==> config.mk <==
export PLATFORM = sky130hd
export DESIGN_NAME = g2_packet_deframer_flat
export DESIGN_NICKNAME = d
export VERILOG_FILES = /design/src/rtl/core/g2d_pkg.sv /design/src/rtl/core/g2d_raw_if.sv /design/src/rtl/core/g2d_parsed_if.sv /design/src/rtl/core/g2d_parser.sv /design/src/rtl/core/g2d_out_stage.sv /design/src/rtl/core/g2_packet_deframer.sv /design/src/flat_wrapper.sv
export SDC_FILE = /design/constraint.sdc
export NUM_CORES = 1
export LEC_CHECK = 0
export BUFFER_PORTS_ARGS = -buffer_cell sky130_fd_sc_hd__buf_2
export CORE_ASPECT_RATIO = 0.8
export CORE_MARGIN = 5
export CORE_UTILIZATION = 49
export CTS_BUF_LIST = sky130_fd_sc_hd__clkbuf_8
export CTS_CLUSTER_SIZE = 8
export DETAILED_ROUTE_END_ITERATION = 10
export PLACE_DENSITY = 0.68
export SYNTH_ARGS = -nofsm -noshare
export SYNTH_HDL_FRONTEND = slang
export SYNTH_SLANG_ARGS = --single-unit
==> constraint.sdc <==
create_clock -name clk -period 7.1 [get_ports clk]
set_input_delay 0.71 -clock clk [delete_from_list [all_inputs] [get_ports clk]]
set_output_delay 0.71 -clock clk [all_outputs]
set_load 0.005 [all_outputs]
==> src/rtl/core/g2d_pkg.sv <==
`timescale 1ns / 1ps
`default_nettype none

package g2d_pkg;

  localparam logic [1:0] PH_CONTROL = 2'd0;
  localparam logic [1:0] PH_LENGTH  = 2'd1;
  localparam logic [1:0] PH_NAME    = 2'd2;
  localparam logic [1:0] PH_PAYLOAD = 2'd3;

  localparam logic [2:0] KIND_CONTROL = 3'd0;
  localparam logic [2:0] KIND_LENGTH  = 3'd1;
  localparam logic [2:0] KIND_NAME    = 3'd2;
  localparam logic [2:0] KIND_PAYLOAD = 3'd3;
  localparam logic [2:0] KIND_END     = 3'd4;
  localparam logic [2:0] KIND_REJECT  = 3'd5;

  localparam int BIT_BIG_ENDIAN = 1;
  localparam int BIT_COMPOUND   = 2;

  typedef struct packed {
    logic [7:0]  data_out;
    logic [2:0]  byte_kind;
    logic [2:0]  field_index;
    logic [3:0]  name_length;
    logic [23:0] payload_length;
    logic        is_compound;
    logic        packet_end;
  } result_t;

endpackage

`default_nettype wire

==> src/rtl/core/g2d_raw_if.sv <==
`timescale 1ns / 1ps
`default_nettype none

interface g2d_raw_if;
  logic       valid;
  logic       ready;
  logic [7:0] data_byte;

  modport source (output valid, output data_byte, input ready);
  modport sink (input valid, input data_byte, output ready);
endinterface

`default_nettype wire

==> src/rtl/core/g2d_parsed_if.sv <==
`timescale 1ns / 1ps
`default_nettype none

interface g2d_parsed_if;
  logic        valid;
  logic        ready;
  logic [7:0]  data_out;
  logic [2:0]  byte_kind;
  logic [2:0]  field_index;
  logic [3:0]  name_length;
  logic [23:0] payload_length;
  logic        is_compound;
  logic        packet_end;

  modport source (
    output valid, output data_out, output byte_kind, output field_index,
    output name_length, output payload_length, output is_compound,
    output packet_end, input ready
  );
  modport sink (
    input valid, input data_out, input byte_kind, input field_index,
    input name_length, input payload_length, input is_compound,
    input packet_end, output ready
  );
endinterface

`default_nettype wire

==> src/rtl/core/g2d_parser.sv <==
`timescale 1ns / 1ps
`default_nettype none

module g2d_parser (
  input  wire logic           clk,
  input  wire logic           rst,
  input  wire logic           accept,
  input  wire logic [7:0]     data_byte,
  output g2d_pkg::result_t    result
);

  logic [1:0]  phase, phase_next;
  logic [1:0]  len_left, len_left_next;
  logic [1:0]  len_idx, len_idx_next;
  logic [23:0] len_acc, len_acc_next;
  logic [3:0]  name_total, name_total_next;
  logic [3:0]  name_left, name_left_next;
  logic [23:0] pay_left, pay_left_next;
  logic        compound, compound_next;

  logic [2:0]  kind;
  logic [2:0]  idx;
  logic        pend;

  always_comb begin
    phase_next      = phase;
    len_left_next   = len_left;
    len_idx_next    = len_idx;
    len_acc_next    = len_acc;
    name_total_next = name_total;
    name_left_next  = name_left;
    pay_left_next   = pay_left;
    compound_next   = compound;
    kind            = g2d_pkg::KIND_CONTROL;
    idx             = 3'd0;
    pend            = 1'b0;

    unique case (phase)
      g2d_pkg::PH_CONTROL: begin
        if (data_byte == 8'd0) begin
          kind = g2d_pkg::KIND_END;
        end else if (data_byte[g2d_pkg::BIT_BIG_ENDIAN]) begin
          kind = g2d_pkg::KIND_REJECT;
        end else begin
          kind            = g2d_pkg::KIND_CONTROL;
          len_left_next   = data_byte[7:6];
          len_idx_next    = 2'd0;
          len_acc_next    = 24'd0;
          name_total_next = {1'b0, data_byte[5:3]} + 4'd1;
          compound_next   = data_byte[g2d_pkg::BIT_COMPOUND];
          pay_left_next   = 24'd0;
          if (data_byte[7:6] != 2'd0) begin
            phase_next = g2d_pkg::PH_LENGTH;
          end else begin
            name_left_next = {1'b0, data_byte[5:3]} + 4'd1;
            phase_next     = g2d_pkg::PH_NAME;
          end
        end
      end
      g2d_pkg::PH_LENGTH: begin
        kind = g2d_pkg::KIND_LENGTH;
        idx  = {1'b0, len_idx};
        unique case (len_idx)
          2'd0:    len_acc_next = len_acc | {16'd0, data_byte};
          2'd1:    len_acc_next = len_acc | {8'd0, data_byte, 8'd0};
          2'd2:    len_acc_next = len_acc | {data_byte, 16'd0};
          default: len_acc_next = len_acc;
        endcase
        len_idx_next  = len_idx + 2'd1;
        len_left_next = len_left - 2'd1;
        if (len_left == 2'd1) begin
          name_left_next = name_total;
          phase_next     = g2d_pkg::PH_NAME;
        end
      end
      g2d_pkg::PH_NAME: begin
        kind           = g2d_pkg::KIND_NAME;
        idx            = 3'(name_total - name_left);
        name_left_next = name_left - 4'd1;
        if (name_left == 4'd1) begin
          if (len_acc == 24'd0) begin
            pend       = 1'b1;
            phase_next = g2d_pkg::PH_CONTROL;
          end else begin
            pay_left_next = len_acc;
            phase_next    = g2d_pkg::PH_PAYLOAD;
          end
        end
      end
      default: begin
        kind          = g2d_pkg::KIND_PAYLOAD;
        pay_left_next = pay_left - 24'd1;
        if (pay_left == 24'd1) begin
          pend       = 1'b1;
          phase_next = g2d_pkg::PH_CONTROL;
        end
      end
    endcase
  end

  always_comb begin
    result.data_out       = data_byte;
    result.byte_kind      = kind;
    result.field_index    = idx;
    result.name_length    = name_total_next;
    result.payload_length = len_acc_next;
    result.is_compound    = compound_next;
    result.packet_end     = pend;
  end

  always_ff @(posedge clk) begin
    if (rst) begin
      phase      <= g2d_pkg::PH_CONTROL;
      len_left   <= 2'd0;
      len_idx    <= 2'd0;
      len_acc    <= 24'd0;
      name_total <= 4'd1;
      name_left  <= 4'd0;
      pay_left   <= 24'd0;
      compound   <= 1'b0;
    end else if (accept) begin
      phase      <= phase_next;
      len_left   <= len_left_next;
      len_idx    <= len_idx_next;
      len_acc    <= len_acc_next;
      name_total <= name_total_next;
      name_left  <= name_left_next;
      pay_left   <= pay_left_next;
      compound   <= compound_next;
    end
  end

  a_end_to_control: assert property (@(posedge clk) disable iff (rst)
    accept && pend |=> phase == g2d_pkg::PH_CONTROL)
    else $error("Packet end did not return the parser to the control phase.");

  a_name_total_nonzero: assert property (@(posedge clk) disable iff (rst)
    name_total != 4'd0 && name_total <= 4'd8)
    else $error("Name length left its range.");

  a_length_left_nonzero: assert property (@(posedge clk) disable iff (rst)
    phase == g2d_pkg::PH_LENGTH |-> len_left != 2'd0)
    else $error("Length phase entered with no length bytes left.");

  a_payload_left_nonzero: assert property (@(posedge clk) disable iff (rst)
    phase == g2d_pkg::PH_PAYLOAD |-> pay_left != 24'd0)
    else $error("Payload phase entered with no payload bytes left.");

  a_name_left_nonzero: assert property (@(posedge clk) disable iff (rst)
    phase == g2d_pkg::PH_NAME |-> name_left != 4'd0 && name_left <= name_total)
    else $error("Name phase count out of range.");

endmodule

`default_nettype wire

==> src/rtl/core/g2d_out_stage.sv <==
`timescale 1ns / 1ps
`default_nettype none

module g2d_out_stage (
  input  wire logic               clk,
  input  wire logic               rst,
  input  wire logic               load,
  input  wire g2d_pkg::result_t   result,
  output logic                    space,
  g2d_parsed_if.source            parsed
);

  logic             full;
  g2d_pkg::result_t held;

  assign space = !full || parsed.ready;

  always_ff @(posedge clk) begin
    if (rst) begin
      full <= 1'b0;
    end else if (load) begin
      full <= 1'b1;
    end else if (parsed.ready) begin
      full <= 1'b0;
    end
  end

  always_ff @(posedge clk) begin
    if (load) begin
      held <= result;
    end
  end

  assign parsed.valid          = full;
  assign parsed.data_out       = held.data_out;
  assign parsed.byte_kind      = held.byte_kind;
  assign parsed.field_index    = held.field_index;
  assign parsed.name_length    = held.name_length;
  assign parsed.payload_length = held.payload_length;
  assign parsed.is_compound    = held.is_compound;
  assign parsed.packet_end     = held.packet_end;

endmodule

`default_nettype wire

==> src/rtl/core/g2_packet_deframer.sv <==
// Packet deframer for a tagged byte stream.
// The raw channel takes one stream byte per beat. Each accepted byte yields
// exactly one beat on the parsed channel, carrying the byte, its class
// (control, length, name, payload, stream end or rejected big-endian control
// byte), its place within the length or name field, the name length, the
// payload length gathered so far, the compound flag and a last-byte mark.
// An accepted byte is registered and offered on the parsed channel in the
// cycle after. Throughput is one byte per cycle while beats are taken, set
// by the single result register behind the parsing logic.
// The raw channel stays ready while the result register is empty or its beat
// is taken in the same cycle, so a stalled receiver holds the result and
// stops the raw channel for as long as it stalls, with nothing lost.
// Synchronous reset empties the result register and returns the parser to
// waiting for a control byte, with a name length of one, a payload length of
// zero and the compound flag clear.
`timescale 1ns / 1ps
`default_nettype none

module g2_packet_deframer (
  input  wire logic    clk,
  input  wire logic    rst,
  g2d_raw_if.sink      raw,
  g2d_parsed_if.source parsed
);

  logic             space;
  logic             accept;
  g2d_pkg::result_t result;

  assign raw.ready = space;
  assign accept    = raw.valid && space;

  g2d_parser u_parser (
    .clk       (clk),
    .rst       (rst),
    .accept    (accept),
    .data_byte (raw.data_byte),
    .result    (result)
  );

  g2d_out_stage u_out_stage (
    .clk    (clk),
    .rst    (rst),
    .load   (accept),
    .result (result),
    .space  (space),
    .parsed (parsed)
  );

endmodule

`default_nettype wire
==> src/flat_wrapper.sv <==
// flat-port wrapper written by rule: the top's interface ports become plain ports
module g2_packet_deframer_flat 
  (clk, rst, raw_valid, raw_data_byte, raw_ready, parsed_valid, parsed_data_out, parsed_byte_kind, parsed_field_index, parsed_name_length, parsed_payload_length, parsed_is_compound, parsed_packet_end, parsed_ready);
  g2d_raw_if raw_i ();
  g2d_parsed_if parsed_i ();
  input  wire logic clk;
  input  wire logic rst;
  input wire logic [$bits(raw_i.valid)-1:0] raw_valid;
  input wire logic [$bits(raw_i.data_byte)-1:0] raw_data_byte;
  output wire logic [$bits(raw_i.ready)-1:0] raw_ready;
  output wire logic [$bits(parsed_i.valid)-1:0] parsed_valid;
  output wire logic [$bits(parsed_i.data_out)-1:0] parsed_data_out;
  output wire logic [$bits(parsed_i.byte_kind)-1:0] parsed_byte_kind;
  output wire logic [$bits(parsed_i.field_index)-1:0] parsed_field_index;
  output wire logic [$bits(parsed_i.name_length)-1:0] parsed_name_length;
  output wire logic [$bits(parsed_i.payload_length)-1:0] parsed_payload_length;
  output wire logic [$bits(parsed_i.is_compound)-1:0] parsed_is_compound;
  output wire logic [$bits(parsed_i.packet_end)-1:0] parsed_packet_end;
  input wire logic [$bits(parsed_i.ready)-1:0] parsed_ready;
  assign raw_i.valid = raw_valid;
  assign raw_i.data_byte = raw_data_byte;
  assign raw_ready = raw_i.ready;
  assign parsed_valid = parsed_i.valid;
  assign parsed_data_out = parsed_i.data_out;
  assign parsed_byte_kind = parsed_i.byte_kind;
  assign parsed_field_index = parsed_i.field_index;
  assign parsed_name_length = parsed_i.name_length;
  assign parsed_payload_length = parsed_i.payload_length;
  assign parsed_is_compound = parsed_i.is_compound;
  assign parsed_packet_end = parsed_i.packet_end;
  assign parsed_i.ready = parsed_ready;
  g2_packet_deframer u_core (.clk(clk), .rst(rst), .raw(raw_i), .parsed(parsed_i));
endmodule
==> results.md <==
- Fin. Hold Viols: 0
- Pwr Total: roughly 1.5 mW
- # DRC: 0
- Most common cell after layout, fill and taps aside: dfxtp_1
- Fin Clk Skew: 9.20 ps
- Postcts setup bufs: 0
- Clk_lat worst skew: roughly 380 ps
- Endpoints failing setup: 0
- Dpl hpwl: 9270 um
- Measured slew at the worst slew-check pin: 1150 ps
- Worst path max stage delay: 780 ps
- Routed Antenna Nets: 0
- Post-route minimum period: slightly above 3000 ps
- Area of the core: 10,800 um2
- CTS tree: yes
- Std-Cell Rows: 34
- Die Y: slightly above 100 um
- IO Port Bufs: 57
- Crit path max fanout: 52
- Unrepaired setup endpoints after global routing: no
- WL met2: between 5000 and 6000 um
- Max-slew headroom: 23.0%
- Number of enable flip-flop cells after synthesis: 44
- WP data arrival: about 3400 ps
- Ys Warns: 0
- Detailed Routing Iterations Pass 1: 5
- Clock sinks: 108
- Mapped Cells: between 500 and 600
- Setup WS post-layout: about 4000 ps
- Avg WL per Cell: approximately 18 um
- Largest net degree at the start of global routing: 53
- Async set or reset register ratio after synthesis: 0%
- Flops & latches, synth: 108
- Library cells used by synthesis: 67
- Hold Crit Class: register to register
- Worst path cell trace: buf_2 -> nand2b_1 -> nand2_1 -> inv_2 -> o2111ai_2 -> nor2_1 -> a311oi_1
- Syn Nets: 559
- Vias in the first global route: 3,891
- WHS Path Cells: 2
- Critical Path Stages: 7
- Leakage: 2.20 nW
- DIE AREA: 13,100 um2
- GRT Residual Overflow: 0
- Chip Width: 127 um
- Number of diodes: 0
- Clock transition at the registers of the reported paths: 110 ps
- Pins Over Slew Limit: 0
- Most common flop cell mapped by yosys: dfxtp_1
- Total wire length: 13,200 um
- Post-CTS Resized: 0
- I/O pin count: 58
- Commonest non-fill, non-tap cells in the layout: dfxtp_1 (64), buf_2 (57), edfxtp_1 (44), a21oi_1 (43), a22o_1 (43)
- GP Congestion: 0.888
- Post-Syn Area: 5340 um2
- Crit Path Category: primary input to register
- WP buf/inv: 2
- First DRT Iteration DRCs: 493
- Initial core utilization: 49.7%
- Global-route wire length before repair: 21,300 um
- Layout Nets: 591
- Max-Cap Viols: 0
- Critical path data required time: 7350 ps
- Avg Inst Size Synth: between 10 and 15 um2
- Setup TNS: 0 ps
- CTS max path bufs: 2
- Worst setup EP type: register
- GRT Util Overall: 20.5%
- Reg2Reg Depth: 6
- Antenna violations before repair: 0
- VDD IR-drop max: 134 uV
- Fmax: 0.321 GHz
- Fin crit share: 43.9%
- CTS Buf Count: 9
- Worst path slowest cell: inv_2
- Status: complete, no violations
- Highest routed layer: met4
- Power Dens Cells: 256 nW/um2
- Register area share after synthesis: 48.7%
- Vias per cell: 6.18
- Pre-CTS setup slack: ~3600 ps
- CP startpoint kind: primary input
- CP delay by family, top: simple AND/OR/NAND/NOR gates
- Proportion of layout cells with a drive suffix above 1: around 16%
- CTS Hold Buffers Added: 0
- Wl on met1: between 6000 and 7000 um
- Vias: 4,398
- Root buffer cell: clkbuf_8
- Met3 wire len: 978 um
- Hold_ws: around 460 ps
- Area Overhead vs Synth: 10.3%
- Htree depth: 3
==> stage by stage <==
stage          cells  utilization [%]  area [um2]
6_report         712             54.8        5900
5_1_grt          712             54.8        5900
4_1_cts          712             54.8        5900
3_5_place_dp     696             52.7        5670
3_3_place_gp     696             52.7        5670
2_1_floorplan    531                -        5340
==> Yosys cell counts (3+ instances only) <==
library cell / number / share of area [%]
a311oi_1: 5 / 0.82
xnor2_1: 6 / 0.98
nor4_1: 5 / 0.59
xor2_1: 3 / 0.49
a32o_1: 3 / 0.56
mux2i_1: 4 / 0.75
a221oi_1: 5 / 0.82
o21ai_0: 9 / 0.84
ha_1: 15 / 3.5
or3_1: 4 / 0.47
nor3_1: 9 / 0.84
mux2_2: 3 / 0.63
edfxtp_1: 44 / 25
a22oi_1: 5 / 0.70
or2_2: 3 / 0.35
o31ai_1: 16 / 2.2
o311a_1: 3 / 0.56
nand4_1: 5 / 0.59
and2_1: 3 / 0.35
and4_1: 3 / 0.49
and3_1: 6 / 0.70
dfxtp_1: 64 / 24
nand2_1: 35 / 2.5
a22o_1: 43 / 7.0
a21o_1: 3 / 0.42
nand3_1: 15 / 1.4
a31oi_1: 4 / 0.47
o311ai_0: 4 / 0.66
or4_1: 3 / 0.42
nor2_1: 41 / 2.9
a21oi_1: 43 / 4.0
inv_1: 16 / 1.1
clkbuf_1: 26 / 1.8
o41ai_1: 4 / 0.66
buf_1: 3 / 0.21
a211oi_1: 12 / 1.7
nor2b_1: 3 / 0.35
buf_2: 10 / 0.94
nand2b_1: 9 / 1.1
==> area by class of cell <==
| cell class | count | area (um2) |
|---|---|---|
| fillers | 944 | 4870 |
| clock buffers | 9 | 124 |
| flip-flops and latches | 108 | 2600 |
| well taps | 144 | 180 |
| repair buffers | 60 | 308 |
| multi-input cells | 367 | 2520 |
| inverters | 17 | 63.8 |
| clock inverters | 7 | 100 |
==> final timing paths <==
| kind | slack (ps) | from | to |
|---|---|---|---|
| max | 3980 | parsed_ready | u_core.u_parser.pay_left[13]$_SDFFE_PP0P_ |
| min | 460 | u_core.u_parser.compound$_SDFFE_PP0P_ | u_core.u_parser.compound$_SDFFE_PP0P_ |
| max reg2reg | 4080 | u_core.u_out_stage.parsed.valid$_SDFFE_PP0P_ | u_core.u_parser.pay_left[13]$_SDFFE_PP0P_ |
| min reg2reg | 460 | u_core.u_parser.compound$_SDFFE_PP0P_ | u_core.u_parser.compound$_SDFFE_PP0P_ |
==> flip-flops by register name, summed over array words and instances (netlist names) <==
name	cells
u_core.u_out_stage.parsed.byte_kind	3
u_core.u_out_stage.parsed.data_out	8
u_core.u_out_stage.parsed.field_index	3
u_core.u_out_stage.parsed.is_compound	1
u_core.u_out_stage.parsed.name_length	4
u_core.u_out_stage.parsed.packet_end	1
u_core.u_out_stage.parsed.payload_length	24
u_core.u_out_stage.parsed.valid	1
u_core.u_parser.compound	1
u_core.u_parser.len_acc	24
u_core.u_parser.len_idx	2
u_core.u_parser.len_left	2
u_core.u_parser.name_left	4
u_core.u_parser.name_total	4
u_core.u_parser.pay_left	24
u_core.u_parser.phase	2
==> power by group <==
part | total (mW) | internal, mW | switching, mW
logic | 0.380 | 0.135 | 0.245
registers | 0.718 | 0.687 | 0.0313
clock network | 0.411 | 0.177 | 0.234
total | 1.51 | 0.999 | 0.511
==> per-layer routing <==
layer	up-vias	GRT usage (%)
li1	2104	-
met2	175	29.1
met1	2103	31.4
met3	16	4.62
met4	0	5.44
met5	-	0
==> logic make-up (layout without fill, tap and decap cells) <==
| kind of cell | after synthesis | in the layout | share of synthesized area, % |
|---|---|---|---|
| adder cells (fa/ha/maj) | 16 | 16 | 3.89 |
| XOR/XNOR | 9 | 9 | 1.48 |
| flip-flops | 108 | 108 | 48.7 |
| buffers and inverters | 56 | 93 | 4.17 |
| AND/OR/NAND/NOR | 155 | 155 | 15.3 |
| AO/OA/AOI/OAI | 180 | 180 | 25.1 |
| multiplexers | 7 | 7 | 1.38 |
==> worst min-delay path: cells and delay by family, from the launching register on <==
kind / cells / cell delay, ps
AOI/OAI and AO/OA: 1 / 50
DFF: 1 / 330
and+or+nand+nor: 1 / 50
Note: power is estimated with default switching activity, not from simulation.
